[config.mk]
export PLATFORM = sky130hd
export DESIGN_NAME = encoder_frame_qualifier_turn_tracker
export DESIGN_NICKNAME = d
export VERILOG_FILES = /design/src/sv/efqt_pkg.sv /design/src/sv/efqt_lane.sv /design/src/sv/efqt_core.sv /design/src/sv/efqt_obuf.sv /design/src/sv/encoder_frame_qualifier_turn_tracker.sv
export SDC_FILE = /design/constraint.sdc
export NUM_CORES = 1
export LEC_CHECK = 0
export ABC_AREA = 1
export BUFFER_PORTS_ARGS = -buffer_cell sky130_fd_sc_hd__buf_2
export CAP_MARGIN = 25
export CORE_UTILIZATION = 40
export CTS_BUF_LIST = sky130_fd_sc_hd__clkbuf_2 sky130_fd_sc_hd__clkbuf_4 sky130_fd_sc_hd__clkbuf_8
export DETAILED_ROUTE_END_ITERATION = 8
export GPL_TIMING_DRIVEN = 0
export PLACE_DENSITY = 0.56
export SLEW_MARGIN = 20
export SYNTH_ARGS = -nofsm -noshare
export SYNTH_HDL_FRONTEND = slang
export SYNTH_SLANG_ARGS = --single-unit
export TNS_END_PERCENT = 5
[constraint.sdc]
create_clock -name clk -period 13.26 [get_ports clk]
set_clock_uncertainty 0.1 [all_clocks]
set_input_delay 2.652 -clock clk [delete_from_list [all_inputs] [get_ports clk]]
set_output_delay 2.652 -clock clk [all_outputs]
set_load 0.02 [all_outputs]
[src/sv/efqt_pkg.sv]
// ----------------------------------------------------------------------------
// efqt_pkg
// Shared types and constants for the encoder frame qualifier and turn tracker.
// ----------------------------------------------------------------------------
package efqt_pkg;

  localparam int ANGLE_BITS    = 14;
  localparam int FRAME_BITS    = 16;
  localparam int TURN_BITS     = 32;
  localparam int POS_BITS      = TURN_BITS + ANGLE_BITS;
  localparam int LIMIT_BITS    = 8;
  localparam int MARGIN_BITS   = 14;
  localparam int CFG_DATA_BITS = 14;
  localparam int CFG_IDX_BITS  = 1;
  localparam int LANES         = 2;

  // frame layout
  localparam int PARITY_BIT = 15;
  localparam int ERRFL_BIT  = 14;

  // reset values of the configuration registers, and the streak ceiling
  localparam logic [LIMIT_BITS-1:0]  FAIL_LIMIT_RST  = 8'd4;
  localparam logic [MARGIN_BITS-1:0] WRAP_MARGIN_RST = 14'd13107;
  localparam logic [LIMIT_BITS-1:0]  STREAK_MAX      = 8'hFF;

  // configuration register indexes
  typedef enum logic [CFG_IDX_BITS-1:0] {
    REG_FAIL_LIMIT  = 1'b0,
    REG_WRAP_MARGIN = 1'b1
  } cfg_reg_t;

  // input word kinds
  typedef enum logic {
    OP_READ    = 1'b0,
    OP_RECOVER = 1'b1
  } op_t;

  // result status codes
  typedef enum logic [1:0] {
    ST_OK    = 2'd0,
    ST_STALE = 2'd1,
    ST_ERROR = 2'd2
  } status_t;

  // check result and turn step found by a lane
  typedef struct packed {
    logic valid;
    logic errfl;
    logic [ANGLE_BITS-1:0] angle;
    logic step_dec;
    logic step_inc;
  } lane_res_t;

  // one finished result word
  typedef struct packed {
    status_t status;
    logic [ANGLE_BITS-1:0] angle;
    logic [TURN_BITS-1:0] turns;
    logic errfl_request;
    logic reinit_request;
  } result_t;

endpackage

[src/sv/efqt_lane.sv]
// ----------------------------------------------------------------------------
// efqt_lane
// Checks one transfer attempt: bus status and even parity, and works out the
// turn step its angle would cause against the current angle.
// ----------------------------------------------------------------------------
module efqt_lane
  import efqt_pkg::*;
(
  input  logic                   ok,
  input  logic [FRAME_BITS-1:0]  frame,
  input  logic [ANGLE_BITS-1:0]  current_angle,
  input  logic [MARGIN_BITS-1:0] wrap_margin,
  output lane_res_t              res
);

  logic                  parity;
  logic [ANGLE_BITS-1:0] new_angle;
  logic [ANGLE_BITS:0]   jump;
  logic [ANGLE_BITS:0]   mag;
  logic                  big;

  // even parity over the low fifteen bits
  assign parity    = ^frame[PARITY_BIT-1:0];
  assign new_angle = frame[ANGLE_BITS-1:0];

  // signed jump from the current angle and its magnitude
  assign jump = {1'b0, new_angle} - {1'b0, current_angle};
  assign mag  = jump[ANGLE_BITS] ? (~jump + 1'b1) : jump;
  assign big  = mag > {1'b0, wrap_margin};

  always_comb begin
    res.valid    = ok && (parity == frame[PARITY_BIT]);
    res.errfl    = frame[ERRFL_BIT];
    res.angle    = new_angle;
    // positive jump counts a turn down, negative one up
    res.step_dec = big && !jump[ANGLE_BITS];
    res.step_inc = big && jump[ANGLE_BITS];
  end

endmodule

[src/sv/efqt_core.sv]
// ----------------------------------------------------------------------------
// efqt_core
// Merges the lane results, holds configuration and tracking state, and
// builds the result word for each accepted input word.
// ----------------------------------------------------------------------------
module efqt_core
  import efqt_pkg::*;
(
  input  logic                     clk,
  input  logic                     rst,
  input  logic                     cfg_we,
  input  logic [CFG_IDX_BITS-1:0]  cfg_index,
  input  logic [CFG_DATA_BITS-1:0] cfg_data,
  input  logic                     fire,
  input  logic                     op,
  input  lane_res_t                lane_res [LANES],
  output logic [ANGLE_BITS-1:0]    current_angle,
  output logic [MARGIN_BITS-1:0]   wrap_margin,
  output result_t                  result
);

  logic [LIMIT_BITS-1:0] fail_limit;
  logic [LIMIT_BITS-1:0] miss_run, miss_run_next;
  logic                  reinit_flag, reinit_flag_next;
  logic [ANGLE_BITS-1:0] current_angle_next;
  logic [TURN_BITS-1:0]  turn_count, turn_count_next;
  logic [LIMIT_BITS-1:0] streak_inc;
  lane_res_t             pick;
  logic                  take;
  status_t               status;
  logic                  errfl;

  // saturating streak increment
  assign streak_inc = (miss_run == STREAK_MAX) ? miss_run : miss_run + 1'b1;

  // first valid lane wins
  always_comb begin
    pick = lane_res[0].valid ? lane_res[0] : lane_res[1];
    take = lane_res[0].valid || lane_res[1].valid;
  end

  // merge and next state
  always_comb begin
    miss_run_next      = miss_run;
    reinit_flag_next   = reinit_flag;
    current_angle_next = current_angle;
    turn_count_next    = turn_count;
    status             = ST_STALE;
    errfl              = 1'b0;
    if (op == OP_RECOVER) begin
      reinit_flag_next = 1'b0;
      miss_run_next    = '0;
    end else if (reinit_flag) begin
      status = ST_ERROR;
    end else if (take) begin
      errfl              = lane_res[0].valid ? lane_res[0].errfl : 1'b1;
      current_angle_next = pick.angle;
      miss_run_next      = '0;
      status             = ST_OK;
      if (pick.step_dec) begin
        turn_count_next = turn_count - 1'b1;
      end else if (pick.step_inc) begin
        turn_count_next = turn_count + 1'b1;
      end
    end else begin
      errfl = 1'b1;
      if (streak_inc >= fail_limit) begin
        reinit_flag_next = 1'b1;
        miss_run_next    = '0;
        status           = ST_ERROR;
      end else begin
        miss_run_next = streak_inc;
      end
    end
  end

  // result word from the state after this item
  always_comb begin
    result.status         = status;
    result.angle          = current_angle_next;
    result.turns          = turn_count_next;
    result.errfl_request  = errfl;
    result.reinit_request = reinit_flag_next;
  end

  // configuration registers
  always_ff @(posedge clk) begin
    if (rst) begin
      fail_limit  <= FAIL_LIMIT_RST;
      wrap_margin <= WRAP_MARGIN_RST;
    end else if (cfg_we) begin
      case (cfg_reg_t'(cfg_index))
        REG_FAIL_LIMIT:  fail_limit  <= cfg_data[LIMIT_BITS-1:0];
        REG_WRAP_MARGIN: wrap_margin <= cfg_data[MARGIN_BITS-1:0];
        default:         fail_limit  <= fail_limit;
      endcase
    end
  end

  // tracking state
  always_ff @(posedge clk) begin
    if (rst) begin
      miss_run      <= '0;
      reinit_flag   <= 1'b0;
      current_angle <= '0;
      turn_count    <= '0;
    end else if (fire) begin
      miss_run      <= miss_run_next;
      reinit_flag   <= reinit_flag_next;
      current_angle <= current_angle_next;
      turn_count    <= turn_count_next;
    end
  end

endmodule

[src/sv/efqt_obuf.sv]
// ----------------------------------------------------------------------------
// efqt_obuf
// Output register with a skid stage, so a new word is taken while a finished
// result still waits downstream.
// ----------------------------------------------------------------------------
module efqt_obuf
  import efqt_pkg::*;
(
  input  logic    clk,
  input  logic    rst,
  input  logic    push,
  input  result_t push_data,
  output logic    ready,
  output logic    out_valid,
  input  logic    out_ready,
  output result_t out_data
);

  logic    skid_valid;
  result_t skid_data;
  logic    pop;

  assign ready = !skid_valid;
  assign pop   = out_valid && out_ready;

  // control
  always_ff @(posedge clk) begin
    if (rst) begin
      out_valid  <= 1'b0;
      skid_valid <= 1'b0;
    end else if (!out_valid || pop) begin
      out_valid  <= skid_valid || push;
      skid_valid <= 1'b0;
    end else if (push) begin
      skid_valid <= 1'b1;
    end
  end

  // payload
  always_ff @(posedge clk) begin
    if (!out_valid || pop) begin
      out_data <= skid_valid ? skid_data : push_data;
    end else if (push) begin
      skid_data <= push_data;
    end
  end

endmodule

[src/sv/encoder_frame_qualifier_turn_tracker.sv]
// ----------------------------------------------------------------------------
// encoder_frame_qualifier_turn_tracker
// An accepted word's result is registered in the output or skid stage.
// One word per cycle while s_tready is high; two check lanes run side by
// side and the state update completes in the cycle the word is accepted.
// A two-deep output buffer keeps s_tready high while one result waits.
// Reset clears state and restores the fail limit (4) and wrap margin (13107).
// ----------------------------------------------------------------------------
module encoder_frame_qualifier_turn_tracker
  import efqt_pkg::*;
(
  input  logic                     clk,
  input  logic                     rst,
  // configuration
  input  logic                     cfg_we,
  input  logic [CFG_IDX_BITS-1:0]  cfg_index,
  input  logic [CFG_DATA_BITS-1:0] cfg_data,
  // input stream
  input  logic                     s_tvalid,
  output logic                     s_tready,
  // first_ok[0], first_frame[16:1], retry_ok[17], retry_frame[33:18], zero
  input  logic [39:0]              s_tdata,
  // op[0]
  input  logic                     s_tuser,
  // output stream
  output logic                     m_tvalid,
  input  logic                     m_tready,
  // angle[13:0], turns[45:14], position[91:46], errfl_request[92],
  // reinit_request[93], zero
  output logic [95:0]              m_tdata,
  // status[1:0]
  output logic [1:0]               m_tuser
);

  logic                   fire;
  logic [ANGLE_BITS-1:0]  current_angle;
  logic [MARGIN_BITS-1:0] wrap_margin;
  lane_res_t              lane_res [LANES];
  result_t                result;
  result_t                out_data;
  logic                   buf_ready;

  assign s_tready = buf_ready;
  assign fire     = s_tvalid && buf_ready;

  // check lanes for first and retry attempts
  efqt_lane u_lane0 (
    .ok            (s_tdata[0]),
    .frame         (s_tdata[16:1]),
    .current_angle (current_angle),
    .wrap_margin   (wrap_margin),
    .res           (lane_res[0])
  );

  efqt_lane u_lane1 (
    .ok            (s_tdata[17]),
    .frame         (s_tdata[33:18]),
    .current_angle (current_angle),
    .wrap_margin   (wrap_margin),
    .res           (lane_res[1])
  );

  // merge and state
  efqt_core u_core (
    .clk           (clk),
    .rst           (rst),
    .cfg_we        (cfg_we),
    .cfg_index     (cfg_index),
    .cfg_data      (cfg_data),
    .fire          (fire),
    .op            (s_tuser),
    .lane_res      (lane_res),
    .current_angle (current_angle),
    .wrap_margin   (wrap_margin),
    .result        (result)
  );

  // output buffer
  efqt_obuf u_obuf (
    .clk       (clk),
    .rst       (rst),
    .push      (fire),
    .push_data (result),
    .ready     (buf_ready),
    .out_valid (m_tvalid),
    .out_ready (m_tready),
    .out_data  (out_data)
  );

  // pack the result word; position is turns above the angle bits
  assign m_tdata = {2'b00, out_data.reinit_request, out_data.errfl_request,
                    out_data.turns, out_data.angle,
                    out_data.turns, out_data.angle};
  assign m_tuser = out_data.status;

endmodule

======== After elaboration in Yosys (flattened, before gate mapping) ========
Cells that the tools add are included.
word-level totals
  logic and storage cells ................. 87
  bits in registers ....................... 179
  output and inout port bits .............. 100
cells by class
  reduce and logical (&&, ||, !) cells .... 22
  equality and inequality tests ........... 4
  bitwise gates (word level) .............. 4
  multiplexer cells ....................... 29
  add/subtract/negate cells ............... 7
  order comparisons ....................... 3
operators with widths
  cell                                                                  number
  32-bit two-way mux                                                    5
  50-bit two-way mux                                                    1
  14-bit two-way mux                                                    3
  8-bit two-way mux                                                     5
  32-bit by 1-bit adder with 32-bit output, second input constant       1
  32-bit by 1-bit subtractor with 32-bit output, second input constant  1
  15-bit by 1-bit adder with 15-bit output, second input constant       2
  15-bit by 14-bit greater-than comparator with 1-bit output            2
  15-bit two-way mux                                                    2
  15-bit inverter                                                       2
  15-bit parity                                                         2
  14-bit by 14-bit subtractor with 15-bit output                        2
  16-bit two-way mux                                                    1
  8-bit by 1-bit adder with 8-bit output, second input constant         1
  8-bit equality test, second input constant                            1
  8-bit greater-or-equal comparator                                     1
  1-bit logical AND                                                     8
  1-bit two-way mux                                                     8
  2-bit two-way mux                                                     4
  2-bit AND reduction                                                   4
  1-bit logical NOT                                                     4
  1-bit logical OR                                                      3
  1-bit equality test                                                   2
  2-bit != test, second input constant                                  1
  2 further kinds                                                       3

======== Depth between registers and ports, before layout ========
Gate-level depths: netlist (run 1).
  word-level depth ........................ 13
  gate-level depth with buffers ........... 40

======== Cells and area by module ========
Synthesis (run 1) repeated with hierarchy kept, for this count alone.
unflattened totals
  cell total of the unflattened synthesis .. 1,883
  area total of the unflattened synthesis .. 13,394.1 µm²
modules (own cells, without submodules)
  module                                times used  area each (µm²)  sequential area each (µm²)  cells each
  efqt_core                             1           5,191.2          1,541.5                     850
  efqt_obuf                             1           3,831.2          3,042.9                     274
  efqt_lane (u_lane0)                   1           2,008.2          0.0                         357
  efqt_lane (u_lane1)                   1           1,991.9          0.0                         351
  encoder_frame_qualifier_turn_tracker  1           371.6            0.0                         51

======== Worst setup path after synthesis (run 1) ========
OpenSTA, ideal clock, no wires.
  path kind ............................... input to register
  start point ............................. input m_tready
  end point ............................... register u_obuf.skid_data[0] (netlist bit), enable pin
  buffers on the path ..................... 0
  stages .................................. 3
  arrival time ............................ 6.018 ns
  setup time .............................. 0.456 ns
  slack ................................... 6.686 ns
  cell sequence ........................... inv_1 nand2_1 nor2_1
on the way
  word-level cells in the longest chain between the ends .. 4
RTL lines
  what                           RTL line                                    RTL
  start: declaration             encoder_frame_qualifier_turn_tracker.sv:27  input logic m_tready,
  1-bit logical AND              efqt_obuf.sv:24                             assign pop = out_valid && out_ready;
  1-bit logical OR               efqt_obuf.sv:41                             if (!out_valid || pop) begin
  1-bit inverter (no line)       -
  2-bit AND reduction (no line)  -
  end signal: assignment         efqt_obuf.sv:44                             skid_data <= push_data;
  end: declaration               efqt_obuf.sv:20                             result_t skid_data;
No other way between the ends.
A chain may end at the register's enable or synchronous reset.

==> results of run 1 <==
Yosys cell counts, types with 10 or more instances:
cell type | n | area (µm²)
buf_4 | 54 | 405
nand3_1 | 112 | 561
clkbuf_1 | 33 | 124
buf_2 | 11 | 55.1
inv_1 | 227 | 852
xor2_1 | 62 | 543
nand4_1 | 43 | 269
o21ai_0 | 71 | 355
nor3_1 | 19 | 95.1
inv_2 | 10 | 37.5
xnor2_1 | 29 | 254
nand2_1 | 516 | 1940
a31oi_2 | 12 | 150
dfxtp_1 | 79 | 1580
a21oi_1 | 134 | 671
edfxtp_1 | 98 | 2940
o21ai_1 | 10 | 50.1
ha_1 | 69 | 863
nor2_1 | 103 | 387
cell type report:
class,instances,area [µm²]
tap,435,544
clock inverter,13,123
antenna,1,2.50
multi-input combinational,1274,6950
fill,3328,17000
sequential,177,4520
clock buffer,19,255
timing repair buffer,154,816
buffer,115,761
inverter,238,893
critical path, delay by kind of cell:
family / cells / cell delay (ns)
fa+ha+maj: 3 / 0.88
buf+inv: 7 / 0.81
compound gates: 3 / 0.59
xor+xnor: 1 / 0.18
simple gates: 25 / 2.06
logic make-up (layout without fill, tap and decap cells):
logic type	after synthesis	after routing	synth area share (%)
XOR/XNOR	91	91	6.08
AND/OR/NAND/NOR	842	842	28.0
buffers and inverters	353	539	12.6
other	1	3	0.0286
flip-flops	177	177	34.5
AO/OA/AOI/OAI	268	268	11.9
adder cells (fa/ha/maj)	71	71	6.89
report_power, final:
| part | internal (mW) | switching (mW) | total (mW) | leakage [nW] |
|---|---|---|---|---|
| Clock | 0.145 | 0.226 | 0.371 | 0.195 |
| Combinational | 0.370 | 0.677 | 1.05 | 5.48 |
| Sequential | 0.666 | 0.0393 | 0.705 | 1.64 |
state kept, by name (all words and copies together), names as in the netlist:
register,cells
u_obuf.out_data,49
u_obuf.skid_data,49
u_core.turn_count,32
u_core.current_angle,14
u_core.wrap_margin,14
u_core.fail_limit,8
u_core.miss_run,8
u_core.reinit_flag,1
u_obuf.out_valid,1
u_obuf.skid_valid,1
through the flow:
| step | worst slack [ns] | hold WS [ns] | util, % |
|---|---|---|---|
| after global placement | 4.42 | 0.357 | 45.2 |
| after CTS | 6.30 | 0.374 | 46.6 |
| after detailed placement | 5.73 | 0.360 | 45.4 |
| final | 6.26 | 0.370 | 46.6 |
| after global routing | 5.77 | 0.396 | 46.6 |
| after floorplan | 6.69 | 0.335 | - |
routing by layer:
layer | vias to the layer above | wire (µm) | global-route usage (%)
met4 | 0 | 617 | 6.77
met2 | 282 | 17100 | 37.1
met3 | 38 | 1450 | 3.14
met5 | - | 0 | 0
li1 | 6185 | - | -
met1 | 5486 | 18200 | 32.0
worst min-delay path by stage:
stage,endpoint,slack [ns],cells after the start
2_1_floorplan,u_core.fail_limit[1],0.34,2
3_3_place_gp,u_core.fail_limit[1],0.36,2
3_5_place_dp,u_core.fail_limit[3],0.36,2
4_1_cts,u_core.fail_limit[3],0.37,2
5_1_grt,u_core.fail_limit[1],0.40,2
6_report,u_core.fail_limit[3],0.37,2
==> out/qor.yml, run 1 <==
io_buffer_count: 151
yosysSeqAreaShare_pct: 34.5
cts_setup_buffers: 0
endpoint_kind: "register"
critPathRequiredTime_ns: 13.43
worstMarginPinSlew_ns: 0.711
clkTransAtPathRegs_ns: 0.11
drt-total-wl_um: 37400
layout_common_cells: "nand2_1, inv_1, buf_2"
cts_buffer_depth: 2
worst_r2r_path_depth: 37
cap_violations: 0
power.leakage_nw: 7.31
grt_pass1_vias: 11000
drt_iter0_drc: 803
synth_ff_type: "edfxtp_1"
synth.avg_cell_area_um2: 7.27
cts_root_buf: "clkbuf_8"
dp_hpwl_um: 29800
worstPathMaxFanout: 10
async_flop_share_pct: 0
hp-start: "u_core.fail_limit[3]"
core_um2: 31900
clock.fmax_ghz: 0.143
synthCells: 1803
clk_latency_ns: 0.51
hold_violations: 0
fin_crit_sh_pct: 52.8
initial_utilization_pct: 41.1
dieArea_um2: 33500
slew_headroom_pct: 52.6
place_inst: 2393
holdBufCountCts: 0
grtUsageTotal_pct: 23.0
grt_pass1_wl_um: 59700
cp-start-kind: "input pin"
overflow: 0
drive_above_1_share_pct: 16.9
crit_slowest_cell: "fa_1"
setup.worst_path.end: "u_obuf.out_data[31]"
numCtsBuffers: 17
finalSetupViolations: 0
min_path_type: "register to register"
max_stage_delay_ns: 0.46
cts_max_level: 4
grt_max_degree: 28
r2r_setup_slack_ns: 8.13
fin_area_um2: 14900
vias: 12000
wire_per_inst_um: 15.4
finalSetupTns_ns: 0
slew_violations: 0
p_total_mw: 2.12
io_pins: 161
fin_cells: 2426
status: "finished, final reports clean"
clock_sinks: 177
r2r_start: "u_core.current_angle[0]"
r2r_end: "u_obuf.out_data[31]"
worstSetupStartpoint: "s_tdata[18]"
final_common_cell: "nand2_1"
syn_to_final_growth_pct: 13.4
die_height_um: 183
synth-edff-count: 98
worst-setup-path-type: "input pin to register"
viasPerCell: 4.94
dpl_cell_area_um2: 14500
die_w_um: 183
yosys_warnings: 0
finalCriticalPeriod_ns: 7.00
grt_antenna_before_repair: 0
rsz0062_at_grt: "false"
cts_tree: "done"
globalplace.congestion: 0.940
remaining_drc_errors: 0
arrival_ns: 7.17
p_per_area_nw_per_um2: 143
synth_seq_cells: 177
ir_drop_mv: 0.0793
ys_types: 55
cts_resized: 0
drt.antenna.violating_nets: 0
placementRows: 65
cpMostUsedCell: "nand2_1"
drt_first_pass_iters: 8
syn-cell-area_um2: 13100
final_nets: 2109
(Power assumes the default switching activity.)
==> inputs of run 2 (changes only) <==
Settings changed: PLACE_DENSITY 0.56 to 0.58.
Clock period 13.26 ns to 6.3 ns, I/O delays scaled along.
==> out/qor.yml, run 2 (synthesis results as in run 1) <==
drt.antenna.violating_nets: 0  # unchanged
hold_path_end: "u_core.fail_limit[3]"
power.leakage_nw: 7.34  # +0.36%
cp-start-kind: "input pin"
worst-setup-path-type: "input pin to register"
dieArea_um2: 33500  # unchanged
initial_utilization_pct: 41.1  # unchanged
die_w_um: 183  # unchanged
wire_per_inst_um: 15.5  # +0.14%
core_um2: 31900  # unchanged
multi_input_area_um2: 6950  # unchanged
worstPathMaxFanout: 10  # unchanged
slew_headroom_pct: 56.3  # +3.7 points
critPathRequiredTime_ns: 6.46  # -6.97 ns
final_nets: 2109  # unchanged
clock.fmax_ghz: 0.177
globalplace.congestion: 0.920  # -2.1%
endpoint_kind: "register"
slew_violations: 0  # unchanged
r2r_setup_slack_ns: 1.12  # -7.01 ns
cts_buffer_depth: 2  # unchanged
max_stage_delay_ns: 0.49  # +0.03 ns
place_ws_ns: 0.106  # -5.63 ns
p_per_area_nw_per_um2: 306  # +110%
clock_sinks: 177  # unchanged
viasPerCell: 4.99  # +1.0%
rsz0062_at_grt: "false"
grt_pass1_wl_um: 59400  # -0.44%
n_fill_cell: 3336  # +0.24%
grt_pass1_vias: 11200  # +1.8%
drt_iter0_drc: 881  # +9.7%
top_regs: "u_obuf.out_data (49), u_obuf.skid_data (49), u_core.turn_count (32)"
cpMostUsedCell: "nand2_1"
die_height_um: 183  # unchanged
numCtsBuffers: 17  # unchanged
placementRows: 65  # unchanged
cts_resized: 0  # unchanged
critical_path_buf_inv_count: 7  # unchanged
hp-start: "u_core.fail_limit[3]"
grt_max_degree: 47  # +68%
r2r_start: "u_core.current_angle[0]"
critPathTopFamily: "simple AND/OR/NAND/NOR gates"
num_antenna_cells: 0  # -1
ir_drop_mv: 0.176  # +120%
status: "finished, final reports clean"
r2r_end: "u_obuf.out_data[31]"
finalCriticalPeriod_ns: 5.65
drt_first_pass_iters: 8  # unchanged
hold_violations: 0  # unchanged
cts_setup_buffers: 0  # unchanged
post-route-util_pct: 46.9  # +0.22 points
cap_violations: 0  # unchanged
worst_r2r_path_depth: 37  # unchanged
drive_above_1_share_pct: 16.9  # unchanged
cts_tree: "done"
regArea_um2: 4520  # unchanged
worstMarginPinSlew_ns: 0.655  # -0.0559 ns
remaining_drc_errors: 0  # unchanged
grtUsageTotal_pct: 22.8  # -0.19 points
finalSetupViolations: 0  # unchanged
p_total_mw: 4.57  # +120%
layout_common_cells: "nand2_1, inv_1, buf_2"
holdPathStages: 2  # unchanged
cts_max_level: 4  # unchanged
dp_hpwl_um: 29700  # -0.35%
min_path_type: "register to register"
cts_root_buf: "clkbuf_8"
vias: 12100  # +0.99%
holdBufCountCts: 0  # unchanged
arrival_ns: 5.81  # -1.36 ns
fin_crit_sh_pct: 89.7
fin_hold_ws_ns: 0.374  # +0.00365 ns
drt-total-wl_um: 37500  # about the same
clkTransAtPathRegs_ns: 0.10  # about the same
clk_latency_ns: 0.52  # about the same
overflow: 0  # unchanged
io_buffer_count: 151  # unchanged
finalSetupTns_ns: 0  # unchanged
io_pins: 161  # unchanged
crit_slowest_cell: "fa_1"
setup_ws_ns: 0.652  # -5.61 ns
final_common_cell: "nand2_1"
syn_to_final_growth_pct: 14.0
grt_antenna_before_repair: 0  # unchanged
## run 2: cell types whose count changed in the layout (fill, tap and decap cells not counted)
cell,before,now
buf_16,0,1
clkinv_8,1,4
clkbuf_4,3,2
diode_2,1,0
clkinv_2,2,0
bufinv_16,0,2
clkbuf_8,18,17
buf_12,3,2
inv_8,4,3
## run 2: cell type report
type	instances	area share (%)
Inverter	238	5.98
Timing Repair Buffer	154	5.51
Multi-Input combinational cell	1274	46.5
Buffer	115	5.09
Tap cell	435	3.64
Clock inverter	15	1.41
Sequential cell	177	30.3
Clock buffer	17	1.57
## run 2: worst reg2reg max path, delay by kind of cell (launching register included)
kind | cells | cell delay [ns]
flops | 1 | 0.43
compound gates | 3 | 0.56
fa+ha+maj | 3 | 0.95
buf+inv | 5 | 0.58
simple gates | 25 | 2.09
xor+xnor | 1 | 0.19
## run 2: worst max-delay path by stage
| stage | from | end | slack [ns] | depth (start not counted) |
|---|---|---|---|---|
| 2_1_floorplan | m_tready | u_obuf.skid_data[0] | 1.12 | 3 |
| 6_report | s_tdata[18] | u_obuf.out_data[31] | 0.65 | 39 |
| 3_3_place_gp | m_tready | u_obuf.skid_data[19] | -1.18 | 4 |
| 5_1_grt | s_tdata[18] | u_obuf.out_data[20] | 0.29 | 41 |
| 4_1_cts | s_tdata[18] | u_obuf.out_data[31] | 0.66 | 39 |
| 3_5_place_dp | s_tdata[18] | u_obuf.out_data[31] | 0.11 | 39 |
## run 2: through the flow
stage          area, µm²  cells
3_5_place_dp       14500   2393
4_1_cts            14900   2425
2_1_floorplan      13100   1804
6_report           14900   2425
3_3_place_gp       14400   2390
5_1_grt            14900   2425
## run 2: power breakdown
part	leakage [nW]	switching, mW	internal, mW
Combinational	5.48	1.42	0.781
Clock	0.219	0.500	0.378
Sequential	1.64	0.0833	1.40
Total	7.34	2.01	2.56
## run 2: per-layer routing
layer | track usage, % | up-vias | wire [µm]
li1 | - | 6182 | -
met1 | 30.8 | 5573 | 17800
met2 | 38.1 | 315 | 17500
met3 | 3.12 | 40 | 1470
met4 | 6.40 | 0 | 707
met5 | 0 | - | 0
